**src/design/sahp_pkg.sv**
```systemverilog
// Shared types, constants and register codes for the stepper axis homing positioner.
package sahp_pkg;

  // Datapath widths
  localparam int unsigned POS_W = 16;
  localparam int unsigned TMR_W = 16;
  localparam int unsigned SPM_W = 10;
  localparam int unsigned MM_W  = 16;
  localparam int unsigned CFG_W = 16;
  localparam int unsigned IDX_W = 3;
  localparam int unsigned PROD_W = MM_W + SPM_W;

  localparam logic [TMR_W-1:0] TMR_MAX = {TMR_W{1'b1}};

  // Configuration reset values
  localparam logic [SPM_W-1:0] RST_STEP_SCALE    = SPM_W'(80);
  localparam logic [POS_W-1:0] RST_TRAVEL_LIMIT  = POS_W'(16000);
  localparam logic [TMR_W-1:0] RST_RUN_INTERVAL  = TMR_W'(312);
  localparam logic [TMR_W-1:0] RST_SEEK_INTERVAL = TMR_W'(833);
  localparam logic [TMR_W-1:0] RST_FEED_INTERVAL = TMR_W'(4166);
  localparam logic [POS_W-1:0] RST_BACKOFF_LEN   = POS_W'(160);
  localparam logic [TMR_W-1:0] RST_SETTLE_TICKS  = TMR_W'(50000);

  // Register indexes
  typedef enum logic [IDX_W-1:0] {
    CFG_STEP_SCALE    = 3'd0,
    CFG_TRAVEL_LIMIT  = 3'd1,
    CFG_RUN_INTERVAL  = 3'd2,
    CFG_SEEK_INTERVAL = 3'd3,
    CFG_FEED_INTERVAL = 3'd4,
    CFG_BACKOFF_LEN   = 3'd5,
    CFG_SETTLE_TICKS  = 3'd6,
    CFG_DIR_FLIP      = 3'd7
  } cfg_idx_t;

  // Homing sequence and normal running
  typedef enum logic [2:0] {
    PH_SEEK    = 3'd0,
    PH_SETTLE1 = 3'd1,
    PH_PULL1   = 3'd2,
    PH_SETTLE2 = 3'd3,
    PH_FEED    = 3'd4,
    PH_SETTLE3 = 3'd5,
    PH_PULL2   = 3'd6,
    PH_READY   = 3'd7
  } phase_t;

  // Item actions
  localparam logic ACT_TICK    = 1'b0;
  localparam logic ACT_COMMAND = 1'b1;

  typedef struct packed {
    logic [SPM_W-1:0] step_scale;
    logic [POS_W-1:0] travel_limit;
    logic [TMR_W-1:0] run_interval;
    logic [TMR_W-1:0] seek_interval;
    logic [TMR_W-1:0] feed_interval;
    logic [POS_W-1:0] backoff_len;
    logic [TMR_W-1:0] settle_ticks;
    logic             dir_flip;
  } cfg_t;

  typedef struct packed {
    logic            action;
    logic [MM_W-1:0] position_mm;
    logic            limit_pressed;
  } in_t;

  typedef struct packed {
    logic             step_pulse;
    logic             dir_level;
    logic             is_homed;
    logic [2:0]       homing_phase;
    logic [POS_W-1:0] position_steps;
    logic [POS_W-1:0] target_position;
  } out_t;

endpackage

```
**src/design/sahp_cfg_regs.sv**
```systemverilog
// Configuration register bank with reset defaults.
module sahp_cfg_regs
  import sahp_pkg::*;
(
  input  logic             clk,
  input  logic             rst,
  input  logic             cfg_we,
  input  logic [IDX_W-1:0] cfg_index,
  input  logic [CFG_W-1:0] cfg_data,
  output cfg_t             cfg
);

  // Write decode
  always_ff @(posedge clk) begin
    if (rst) begin
      cfg.step_scale    <= RST_STEP_SCALE;
      cfg.travel_limit  <= RST_TRAVEL_LIMIT;
      cfg.run_interval  <= RST_RUN_INTERVAL;
      cfg.seek_interval <= RST_SEEK_INTERVAL;
      cfg.feed_interval <= RST_FEED_INTERVAL;
      cfg.backoff_len   <= RST_BACKOFF_LEN;
      cfg.settle_ticks  <= RST_SETTLE_TICKS;
      cfg.dir_flip      <= 1'b0;
    end else if (cfg_we) begin
      case (cfg_idx_t'(cfg_index))
        CFG_STEP_SCALE:    cfg.step_scale    <= cfg_data[SPM_W-1:0];
        CFG_TRAVEL_LIMIT:  cfg.travel_limit  <= cfg_data[POS_W-1:0];
        CFG_RUN_INTERVAL:  cfg.run_interval  <= cfg_data[TMR_W-1:0];
        CFG_SEEK_INTERVAL: cfg.seek_interval <= cfg_data[TMR_W-1:0];
        CFG_FEED_INTERVAL: cfg.feed_interval <= cfg_data[TMR_W-1:0];
        CFG_BACKOFF_LEN:   cfg.backoff_len   <= cfg_data[POS_W-1:0];
        CFG_SETTLE_TICKS:  cfg.settle_ticks  <= cfg_data[TMR_W-1:0];
        CFG_DIR_FLIP:      cfg.dir_flip      <= cfg_data[0];
        default: ;
      endcase
    end
  end

endmodule

```
**src/design/stepper_axis_homing_positioner_core.sv**
```systemverilog
// Top level: step/dir axis controller with two-touch homing.
// An accepted item passes from the input register to the result register, which holds its result.
// Throughput: one item per cycle while out_ready does not stall the result register; the axis
// state is updated in one pass as each item moves from the input register to the result register.
// Reset (synchronous, rst high): homing restarts at fast seek, position and target clear,
// the step timer saturates so the first step is immediate, registers take their defaults.
module stepper_axis_homing_positioner_core
  import sahp_pkg::*;
(
  input  logic             clk,
  input  logic             rst,
  input  logic             in_valid,
  output logic             in_ready,
  input  in_t              in_item,
  output logic             out_valid,
  input  logic             out_ready,
  output out_t             out_item,
  input  logic             cfg_we,
  input  logic [IDX_W-1:0] cfg_index,
  input  logic [CFG_W-1:0] cfg_data
);

  cfg_t cfg;

  // Input register
  in_t  in_q;
  logic in_q_valid;

  // Axis state
  phase_t           phase,         phase_next;
  logic [POS_W-1:0] cur_pos,       cur_pos_next;
  logic [POS_W-1:0] tgt_pos,       tgt_pos_next;
  logic [TMR_W-1:0] tick_cnt,      tick_cnt_next;
  logic [POS_W-1:0] pulloff_cnt,   pulloff_cnt_next;

  logic out_adv;
  logic fire;

  // Shared conditions
  logic [TMR_W-1:0]  cnt_inc;
  logic              reach_seek, reach_feed, reach_settle, reach_run;
  logic              pull_done, moving, positive;
  logic [PROD_W-1:0] prod;
  logic [POS_W-1:0]  cmd_steps;

  // Output values
  logic step, dir;

  sahp_cfg_regs u_cfg (
    .clk       (clk),
    .rst       (rst),
    .cfg_we    (cfg_we),
    .cfg_index (cfg_index),
    .cfg_data  (cfg_data),
    .cfg       (cfg)
  );

  // Handshake
  assign out_adv  = !out_valid || out_ready;
  assign in_ready = !in_q_valid || out_adv;
  assign fire     = in_q_valid && out_adv;

  always_ff @(posedge clk) begin
    if (rst) begin
      in_q_valid <= 1'b0;
    end else if (in_ready) begin
      in_q_valid <= in_valid;
    end
  end

  always_ff @(posedge clk) begin
    if (in_ready && in_valid) begin
      in_q <= in_item;
    end
  end

  // Timer and comparisons
  assign cnt_inc      = (tick_cnt == TMR_MAX) ? TMR_MAX : tick_cnt + TMR_W'(1);
  assign reach_seek   = (cnt_inc >= cfg.seek_interval)  || (cnt_inc == TMR_MAX);
  assign reach_feed   = (cnt_inc >= cfg.feed_interval)  || (cnt_inc == TMR_MAX);
  assign reach_settle = (cnt_inc >= cfg.settle_ticks)   || (cnt_inc == TMR_MAX);
  assign reach_run    = (cnt_inc >= cfg.run_interval)   || (cnt_inc == TMR_MAX);
  assign pull_done    = pulloff_cnt >= cfg.backoff_len;
  assign moving       = cur_pos != tgt_pos;
  assign positive     = tgt_pos > cur_pos;

  // mm to steps, saturated at the soft limit (which never exceeds the position range)
  assign prod      = PROD_W'(in_q.position_mm) * PROD_W'(cfg.step_scale);
  assign cmd_steps = (prod > PROD_W'(cfg.travel_limit)) ? cfg.travel_limit : prod[POS_W-1:0];

  // Next state
  always_comb begin
    phase_next       = phase;
    cur_pos_next     = cur_pos;
    tgt_pos_next     = tgt_pos;
    tick_cnt_next    = tick_cnt;
    pulloff_cnt_next = pulloff_cnt;
    if (in_q.action == ACT_COMMAND) begin
      if (phase == PH_READY) begin
        tgt_pos_next = cmd_steps;
      end
    end else begin
      tick_cnt_next = cnt_inc;
      case (phase)
        PH_SEEK, PH_FEED: begin
          if (in_q.limit_pressed) begin
            phase_next    = (phase == PH_SEEK) ? PH_SETTLE1 : PH_SETTLE3;
            tick_cnt_next = '0;
          end else if ((phase == PH_SEEK) ? reach_seek : reach_feed) begin
            tick_cnt_next = '0;
          end
        end
        PH_SETTLE1, PH_SETTLE2, PH_SETTLE3: begin
          if (reach_settle) begin
            phase_next       = phase_t'(phase + 3'd1);
            tick_cnt_next    = TMR_MAX;
            pulloff_cnt_next = '0;
          end
        end
        PH_PULL1, PH_PULL2: begin
          if (pull_done) begin
            if (phase == PH_PULL1) begin
              phase_next    = PH_SETTLE2;
              tick_cnt_next = '0;
            end else begin
              phase_next    = PH_READY;
              cur_pos_next  = cfg.backoff_len;
              tgt_pos_next  = cfg.backoff_len;
              tick_cnt_next = TMR_MAX;
            end
          end else if (reach_seek) begin
            pulloff_cnt_next = pulloff_cnt + POS_W'(1);
            tick_cnt_next    = '0;
          end
        end
        default: begin
          if (moving && reach_run) begin
            if (!positive && in_q.limit_pressed) begin
              // move toward the switch abandoned
              tgt_pos_next = cur_pos;
            end else begin
              cur_pos_next  = positive ? cur_pos + POS_W'(1) : cur_pos - POS_W'(1);
              tick_cnt_next = '0;
            end
          end
        end
      endcase
    end
  end

  // Step pulse and direction level
  always_comb begin
    step = 1'b0;
    dir  = 1'b0;
    if (in_q.action == ACT_TICK) begin
      case (phase)
        PH_SEEK, PH_FEED: begin
          step = !in_q.limit_pressed && ((phase == PH_SEEK) ? reach_seek : reach_feed);
        end
        PH_PULL1, PH_PULL2: begin
          step = !pull_done && reach_seek;
        end
        PH_READY: begin
          step = moving && reach_run && (positive || !in_q.limit_pressed);
        end
        default: step = 1'b0;
      endcase
    end
    if (step && phase == PH_READY) begin
      dir = positive;
    end else begin
      case (phase_next)
        PH_PULL1, PH_SETTLE2, PH_PULL2: dir = 1'b1;
        PH_READY:                       dir = tgt_pos_next > cur_pos_next;
        default:                        dir = 1'b0;
      endcase
    end
  end

  // State registers
  always_ff @(posedge clk) begin
    if (rst) begin
      phase       <= PH_SEEK;
      cur_pos     <= '0;
      tgt_pos     <= '0;
      tick_cnt    <= TMR_MAX;
      pulloff_cnt <= '0;
    end else if (fire) begin
      phase       <= phase_next;
      cur_pos     <= cur_pos_next;
      tgt_pos     <= tgt_pos_next;
      tick_cnt    <= tick_cnt_next;
      pulloff_cnt <= pulloff_cnt_next;
    end
  end

  // Result register
  always_ff @(posedge clk) begin
    if (rst) begin
      out_valid <= 1'b0;
    end else if (fire) begin
      out_valid <= 1'b1;
    end else if (out_ready) begin
      out_valid <= 1'b0;
    end
  end

  always_ff @(posedge clk) begin
    if (fire) begin
      out_item.step_pulse      <= step;
      out_item.dir_level       <= dir ^ cfg.dir_flip;
      out_item.is_homed        <= (phase_next == PH_READY);
      out_item.homing_phase    <= phase_next;
      out_item.position_steps  <= cur_pos_next;
      out_item.target_position <= tgt_pos_next;
    end
  end

`ifndef SYNTHESIS
  // Homed flag agrees with the reported phase
  a_homed_phase: assert property (@(posedge clk) disable iff (rst)
    out_valid |-> (out_item.is_homed == (out_item.homing_phase == PH_READY)))
    else $error("is_homed disagrees with homing_phase");

  // Position and target are untouched until homing ends
  a_pos_before_home: assert property (@(posedge clk) disable iff (rst)
    (out_valid && !out_item.is_homed) |->
      (out_item.position_steps == '0 && out_item.target_position == '0))
    else $error("position changed before homing completed");

  // Once homed, the axis stays homed until reset
  a_ready_sticky: assert property (@(posedge clk) disable iff (rst)
    (phase == PH_READY) |=> (phase == PH_READY))
    else $error("left ready phase without reset");

  // Every processed item produces a result
  a_fire_result: assert property (@(posedge clk) disable iff (rst)
    fire |=> out_valid)
    else $error("processed item produced no result");
`endif

endmodule
```
**config.mk**
```make
export PLATFORM = sky130hd
export DESIGN_NAME = stepper_axis_homing_positioner_core
export DESIGN_NICKNAME = d
export VERILOG_FILES = /design/src/design/sahp_pkg.sv /design/src/design/sahp_cfg_regs.sv /design/src/design/stepper_axis_homing_positioner_core.sv
export SDC_FILE = /design/constraint.sdc
export NUM_CORES = 1
export LEC_CHECK = 0
export BUFFER_PORTS_ARGS = -buffer_cell sky130_fd_sc_hd__buf_2
export CAP_MARGIN = 20
export CELL_PAD_IN_SITES_DETAIL_PLACEMENT = 1
export CELL_PAD_IN_SITES_GLOBAL_PLACEMENT = 2
export CORE_ASPECT_RATIO = 0.9
export CORE_MARGIN = 2
export CORE_UTILIZATION = 35
export DETAILED_ROUTE_END_ITERATION = 10
export PLACE_DENSITY_LB_ADDON = 0.05
export SLEW_MARGIN = 5
export SYNTH_ARGS = -nofsm -noshare
export SYNTH_HDL_FRONTEND = slang
export SYNTH_SLANG_ARGS = --single-unit
```
**constraint.sdc**
```tcl
create_clock -name clk -period 24.2 [get_ports clk]
set_input_delay 7.26 -clock clk [delete_from_list [all_inputs] [get_ports clk]]
set_output_delay 7.26 -clock clk [all_outputs]
set_load 0.03 [all_outputs]
```
==> flow_summary.yaml, run 1 <==
global_route:
  grt_pass1_wl_um: 99400
  grt_max_degree: 84
  grt_pass1_vias: 17200
  antenna_found_initial: 0
  overflow: 0
  grt_usage_pct: 22.4
logic_synthesis:
  synthSimpleGateAreaFrac_pct: 19.1
  synth_edf_count: 56
  muxShareOfSynthArea_pct: 0.956
  synth_top_area_share_pct: 18.3
  ys_types: 82
  yosys_most_used_dff: "dfxtp_1"
  synth_top_family_by_area: "adder cells"
  syn_nets: 2684
  synthesis.area_mm2: 0.0192
  synth_xor_area_share_pct: 2.18
  ys_ff_latch: 232
  synth-async-reset-ratio_pct: 0
  synth_adder_area_share_pct: 25.3
  synth_top_cell_by_area: "dfxtp_1"
  yosys-top-cells-area: "dfxtp_1 18%, ha_1 14%, fa_1 12%"
  synth_compound_area_share_pct: 17.8
  synth-seq-area-share_pct: 27.0
  syn_inst: 2319
  syn_avg_cell_area_um2: 8.30
  ys.warnings.count: 0
min_path:
  hold_start: "u_cfg.cfg[2]$_SDFFE_PP0P_"
  hold_path.class: "reg2reg"
  whs_path_depth: 2
  min_to: "u_cfg.cfg[2]$_SDFFE_PP0P_"
clocking:
  cts_sinks: 232
  clockRootBuffer: "clkbuf_16"
  cts_setup_buffers: 0
  ctsResizeCount: 0
  clkTransAtPathRegs_ns: 0.05
  cts_hold_buf: 0
  clk_latency_ns: 0.58
  cts_tree: "done"
  clock_path_buffers: 3
  numCtsBuffers: 29
  htree_num_levels: 1
flow_run:
  maxCapViolCount: 0
floorplanning:
  dieArea_mm2: 0.0569
  ioPinCount: 82
  initial_core_util_pct: 35.4
  die_height_um: 226
  die_x_um: 251
  coreArea_mm2: 0.0543
  rows: 81
power_and_ir_drop:
  leakagePower_nw: 9.50
  vdd_drop_max_v: 0.0000699
  pwr_density_cell_mw_per_mm2: 71.8
worst_setup_path:
  crit_chain: "buf_2, nor2b_1, nand2_1, buf_2"
  r2r_slack_ns: 13.37
  crit_path_max_incr_delay_ns: 0.21
  crit_start: "out_ready"
  path_common_cell: "buf_2"
  critPathSlowestCell: "nor2b_1"
  crit_fanout: 4
  crit_type: "in2out"
  critPathArrivalTime_ns: 7.85
  r2r_end: "out_item[36]$_DFFE_PP_"
  r2r-start: "in_q[4]$_DFFE_PP_"
  r2r_cells: 41
  cp-start-kind: "primary input"
  cp.required_ns: 16.94
  end_kind: "output port"
layout:
  fin_cells: 3077
  nets: 2714
  layout_common_cells: "384 x nand2_1, 269 x inv_1, 212 x ha_1"
  area_growth_pct: 10.5
  fin_area_mm2: 0.0213
  final_common_cell: "nand2_1"
  antenna_cells: 0
  drive_above_1_share_pct: 7.55
place:
  pre_cts_ws_ns: 9.07
  gp_congestion: 0.858
  placed_cells: 3022
  dpl.hpwl_um: 48300
  io_buffers: 81
  dpl-instance-area_mm2: 0.0203
route:
  drc: 0
  met1_length_um: 30300
  highest_layer: "met4"
  wire_per_inst_um: 20.5
  wl_met2_um: 29000
  drtAntennaViolNets: 0
  drt_iter0_drc: 765
  finalWirelength_um: 63000
  vias: 16400
  vias_per_cell: 5.34
  dr.pass1.iters: 5
  wl_met3_um: 2170
sta:
  finalSetupTns_ns: 0
  fin_crit_sh_pct: 62.4
  finalClockSkew_ns: 0.0180
  fmaxAchievable_ghz: 0.0662
  max_slew_margin_pct: 32.3
  slew_violations: 0
  hold_viol_final: 0
  setup_ws_ns: 9.09
  whs_ns: 0.452
  post-route-min-period_ns: 15.11
  setup_viol_count_final: 0
  worst_pin_slew_ns: 1.01
  rsz0062_at_grt: "no"
status:
  status: "finished, final reports clean"
## power breakdown
group	total (mW)	switching [mW]	internal [mW]
registers	0.441	0.0247	0.417
logic	0.636	0.398	0.237
clock network	0.449	0.183	0.266
## metal layers
| metal | up-vias | global-route usage, % |
|---|---|---|
| li1 | 7980 | - |
| met1 | 8095 | 30.7 |
| met2 | 269 | 37.3 |
| met3 | 72 | 2.95 |
| met4 | 0 | 5.57 |
| met5 | - | 0 |
## cells by family after synthesis
family,count (synthesis)
AND/OR/NAND/NOR,805
AO/OA/AOI/OAI,516
buffers and inverters,378
adder cells (fa/ha/maj),323
flip-flops,232
XOR/XNOR,48
multiplexers,17
## stage by stage
step	total power [mW]	util (%)
4_1_cts	1.55	39.1
2_1_floorplan	0.888	-
6_report	1.53	39.1
3_5_place_dp	1.09	37.4
5_1_grt	1.64	39.1
3_3_place_gp	1.07	37.4
## cells in the mapped netlist (23+ instances only)
cell type  count
a21oi_1      176
and2_1        82
nand2_1      384
nor3_1        26
a21o_1        47
nor2_1       153
o21ai_0       65
ha_1         212
clkbuf_1      94
edfxtp_1      56
nand4_1       23
fa_1         111
a211oi_1      32
dfxtp_1      176
nand3_1       33
xor2_1        27
inv_1        270
## worst max-delay path: cells and delay by family
kind,cells,cell delay [ns]
buf+inv,2,0.28
simple gates,2,0.31
## flip-flops by register name, summed over array words and instances (netlist names)
name         count
pulloff_cnt     16
phase            3
u_cfg.cfg      107
tick_cnt        16
out_item        38
cur_pos         16
out_valid        1
tgt_pos         16
in_q_valid       1
in_q            18
## worst max path at each step
stage / to / cells past startpoint
after CTS: in_ready / 4
after floorplan: in_ready / 2
after global placement: in_ready / 4
final: in_ready / 4
after detailed placement: in_ready / 4
after global routing: in_ready / 4
## area by class of cell
| cell class | count | area (µm²) |
|---|---|---|
| clock inverter | 17 | 196 |
| multi-input combinational | 1709 | 12600 |
| inverter | 271 | 1020 |
| sequential | 232 | 5200 |
| tap | 705 | 882 |
| timing repair buffer | 106 | 596 |
| fill | 6505 | 33100 |
| clock buffer | 37 | 766 |
No activity file was read; power rests on OpenSTA's default activity.
==> inputs of run 2 (changes only) <==
ABC_AREA = 1   (was default)
CORE_UTILIZATION = 33   (was 35)
clock period = 13.7 ns   (was 24.2 ns; I/O delays follow)
==> run 2 against run 1 <==
Against the previous run: sequential power increased by 76%; critical path depth up 40; worst setup slack worse by 4.3 ns; synthesized cell count increased by 29%; global-route usage grew 1.6 points; sequential share of layout area decreased by 2.0 points; critical endpoint is now out_item[36]$_DFFE_PP_; highest routed layer unchanged.
==> flow_summary.yaml, run 2 <==
floorplanning:
  rows: 87
  die_height_um: 243
  ioPinCount: 82
  initial_core_util_pct: 33.4
  coreArea_mm2: 0.0628
  dieArea_mm2: 0.0656
  die_x_um: 270
place:
  dpl.hpwl_um: 61900
  gp_congestion: 0.818
  placed_cells: 3819
  dpl-instance-area_mm2: 0.0221
  io_buffers: 81
status:
  status: "finished, final reports clean"
layout:
  drive_above_1_share_pct: 6.37
  final_common_cell: "nand2_1"
  layout_common_cells: "701 x nand2_1, 557 x inv_1, 283 x a21oi_1"
  fin_cells: 3877
  largest_register: "u_cfg.cfg"
  nets: 3372
  fin_area_mm2: 0.0232
  largest_reg_flops: 107
  n_fill_cell: 7936
  top_regs: "u_cfg.cfg x107, out_item x38, in_q x18"
  area_growth_pct: 10.4
  final_util_pct: 36.9
worst_setup_path:
  crit_start: "u_cfg.cfg[100]$_SDFFE_PP0P_"
  cp-endpoint: "out_item[36]$_DFFE_PP_"
  crit_fanout: 26
  r2r_cells: 44
  r2r_end: "out_item[36]$_DFFE_PP_"
  path_common_cell: "nand2_1"
  critPathSlowestCell: "dfxtp_1"
  r2r-start: "u_cfg.cfg[100]$_SDFFE_PP0P_"
  crit_type: "reg2reg"
  end_kind: "flip-flop"
  r2r_slack_ns: 4.81
  cp-start-kind: "flip-flop"
  crit_path_max_incr_delay_ns: 0.70
  critPathArrivalTime_ns: 9.23
  cp.required_ns: 14.05
clocking:
  ctsResizeCount: 0
  cts_setup_buffers: 0
  cts_tree: "done"
  clk_latency_ns: 0.62
  cts_sinks: 232
  clockRootBuffer: "clkbuf_16"
  clkTransAtPathRegs_ns: 0.07
  numCtsBuffers: 30
  clock_path_buffers: 3
  cts_hold_buf: 0
  htree_num_levels: 1
power_and_ir_drop:
  combPwrFrac_pct: 42.5
  vdd_drop_max_v: 0.000103
  power.share.sequential_pct: 27.3
  pwr_density_cell_mw_per_mm2: 123
  swShare_pct: 43.1
  leakagePower_nw: 11.6
  power_frac_clock_pct: 30.2
  p_sw_mw: 1.23
  intPower_mw: 1.62
flow_run:
  maxCapViolCount: 0
route:
  vias_per_cell: 5.08
  drt_iter0_drc: 975
  drtAntennaViolNets: 0
  vias: 19700
  finalWirelength_um: 79300
  drc: 0
  dr.pass1.iters: 5
  wire_per_inst_um: 20.5
logic_synthesis:
  yosys-top-cells-area: "dfxtp_1 17%, ha_1 13%, nand2_1 13%"
  syn_avg_cell_area_um2: 7.00
  syn_nets: 3362
  synthesis.area_mm2: 0.0210
  ys_types: 49
  yosys_most_used_dff: "dfxtp_1"
  synth_most_common_cell: "nand2_1"
  synth_top_area_share_pct: 16.8
  synth_edf_count: 56
  syn_inst: 2997
  synth-async-reset-ratio_pct: 0
  synth_top_cell_by_area: "dfxtp_1"
  ys_ff_latch: 232
  synth-seq-area-share_pct: 24.8
  ys.warnings.count: 0
  ys_top_cells_by_count: "701 x nand2_1, 559 x inv_1, 283 x a21oi_1, 245 x o21ai_0, 212 x ha_1"
sta:
  hold_viol_final: 0
  finalClockSkew_ns: 0.0341
  fmaxAchievable_ghz: 0.113
  slew_violations: 0
  fin_crit_sh_pct: 64.9
  post-route-min-period_ns: 8.89
  worst_pin_slew_ns: 1.12
  finalSetupTns_ns: 0
  rsz0062_at_grt: "no"
  setup_viol_count_final: 0
  max_slew_margin_pct: 25.3
global_route:
  grt_pass1_wl_um: 123000
  overflow: 0
  grt_usage_pct: 24.0
  grt_pass1_vias: 20500
  antenna_found_initial: 2
  grt_max_degree: 104
min_path:
  hold_path.class: "reg2reg"
  hold_start: "u_cfg.cfg[67]$_SDFFE_PP0P_"
-- run 2: cell count changes after synthesis, sizes merged, moves of 14 or more --
cell / previous run / this run
nand2: 384 / 707
inv: 270 / 564
o21ai: 71 / 260
nand3: 33 / 154
a21oi: 176 / 283
and2: 83 / 2
o211ai: 8 / 62
a21o: 47 / 3
a211oi: 33 / 2
a211o: 22 / 0
nand2b: 22 / 0
nor2b: 15 / 0
o22ai: 15 / 0
o21a: 21 / 7
-- run 2: kinds of logic after synthesis --
family | after synthesis | synth area share [%]
AND/OR/NAND/NOR | 1077 | 21.3
buffers and inverters | 691 | 12.6
AO/OA/AOI/OAI | 639 | 16.6
adder cells (fa/ha/maj) | 323 | 23.2
flip-flops | 232 | 24.8
XOR/XNOR | 35 | 1.46
-- run 2: worst min path at each step --
stage | endpoint | slack (ns) | cells after the start
after floorplan | u_cfg.cfg[11]$_SDFFE_PP0P_ | 0.44 | 2
after detailed placement | u_cfg.cfg[62]$_SDFFE_PP0P_ | 0.46 | 2
after global placement | u_cfg.cfg[74]$_SDFFE_PP0P_ | 0.45 | 2
after global routing | u_cfg.cfg[62]$_SDFFE_PP0P_ | 0.49 | 2
after CTS | u_cfg.cfg[61]$_SDFFE_PP0P_ | 0.47 | 2
final | u_cfg.cfg[67]$_SDFFE_PP0P_ | 0.46 | 2
-- run 2: metal layers --
| layer | vias to the layer above | GRT usage (%) | share of wire (%) |
|---|---|---|---|
| li1 | 9655 | - | - |
| met1 | 9700 | 35.0 | 51 |
| met2 | 278 | 38.7 | 44 |
| met3 | 55 | 2.62 | 3.3 |
| met4 | 0 | 3.74 | 1.4 |
| met5 | - | 0 | 0 |
-- run 2: layout make-up --
type | instances | area (µm²) | share of cell area (%)
clock buffers | 32 | 758 | 3.27
inverters | 568 | 2130 | 9.21
multi-input cells | 2074 | 13100 | 56.7
flip-flops and latches | 232 | 5200 | 22.5
repair buffers | 101 | 583 | 2.52
diodes | 1 | 2.50 | 0.0108
clock inverters | 24 | 289 | 1.25
well taps | 845 | 1060 | 4.57
-- run 2: per-stage QoR --
stage               total power [mW]  setup slack, ns  hold slack (ns)
global route                    3.07             4.11            0.487
finish                          2.85             4.81            0.463
floorplan                       1.60             5.16            0.435
CTS                             2.89             4.06            0.468
detailed placement              2.00             4.11            0.458
global placement                1.98             4.30            0.448
-- run 2: power by group through the flow --
stage               logic, mW  clock network [mW]  registers (mW)
floorplan               0.822                   0           0.782
global placement         1.18                   0           0.790
detailed placement       1.21                   0           0.791
CTS                      1.22               0.889           0.776
global route             1.38               0.909           0.781
finish                   1.21               0.862           0.777
-- run 2: worst max-delay path, delay by kind of cell (launching register included) --
family | cells | cell delay (ns)
xor+xnor | 1 | 0.27
fa+ha+maj | 8 | 3.58
simple gates | 24 | 2.64
flops | 1 | 0.70
compound gates | 4 | 0.84
buf+inv | 7 | 0.55
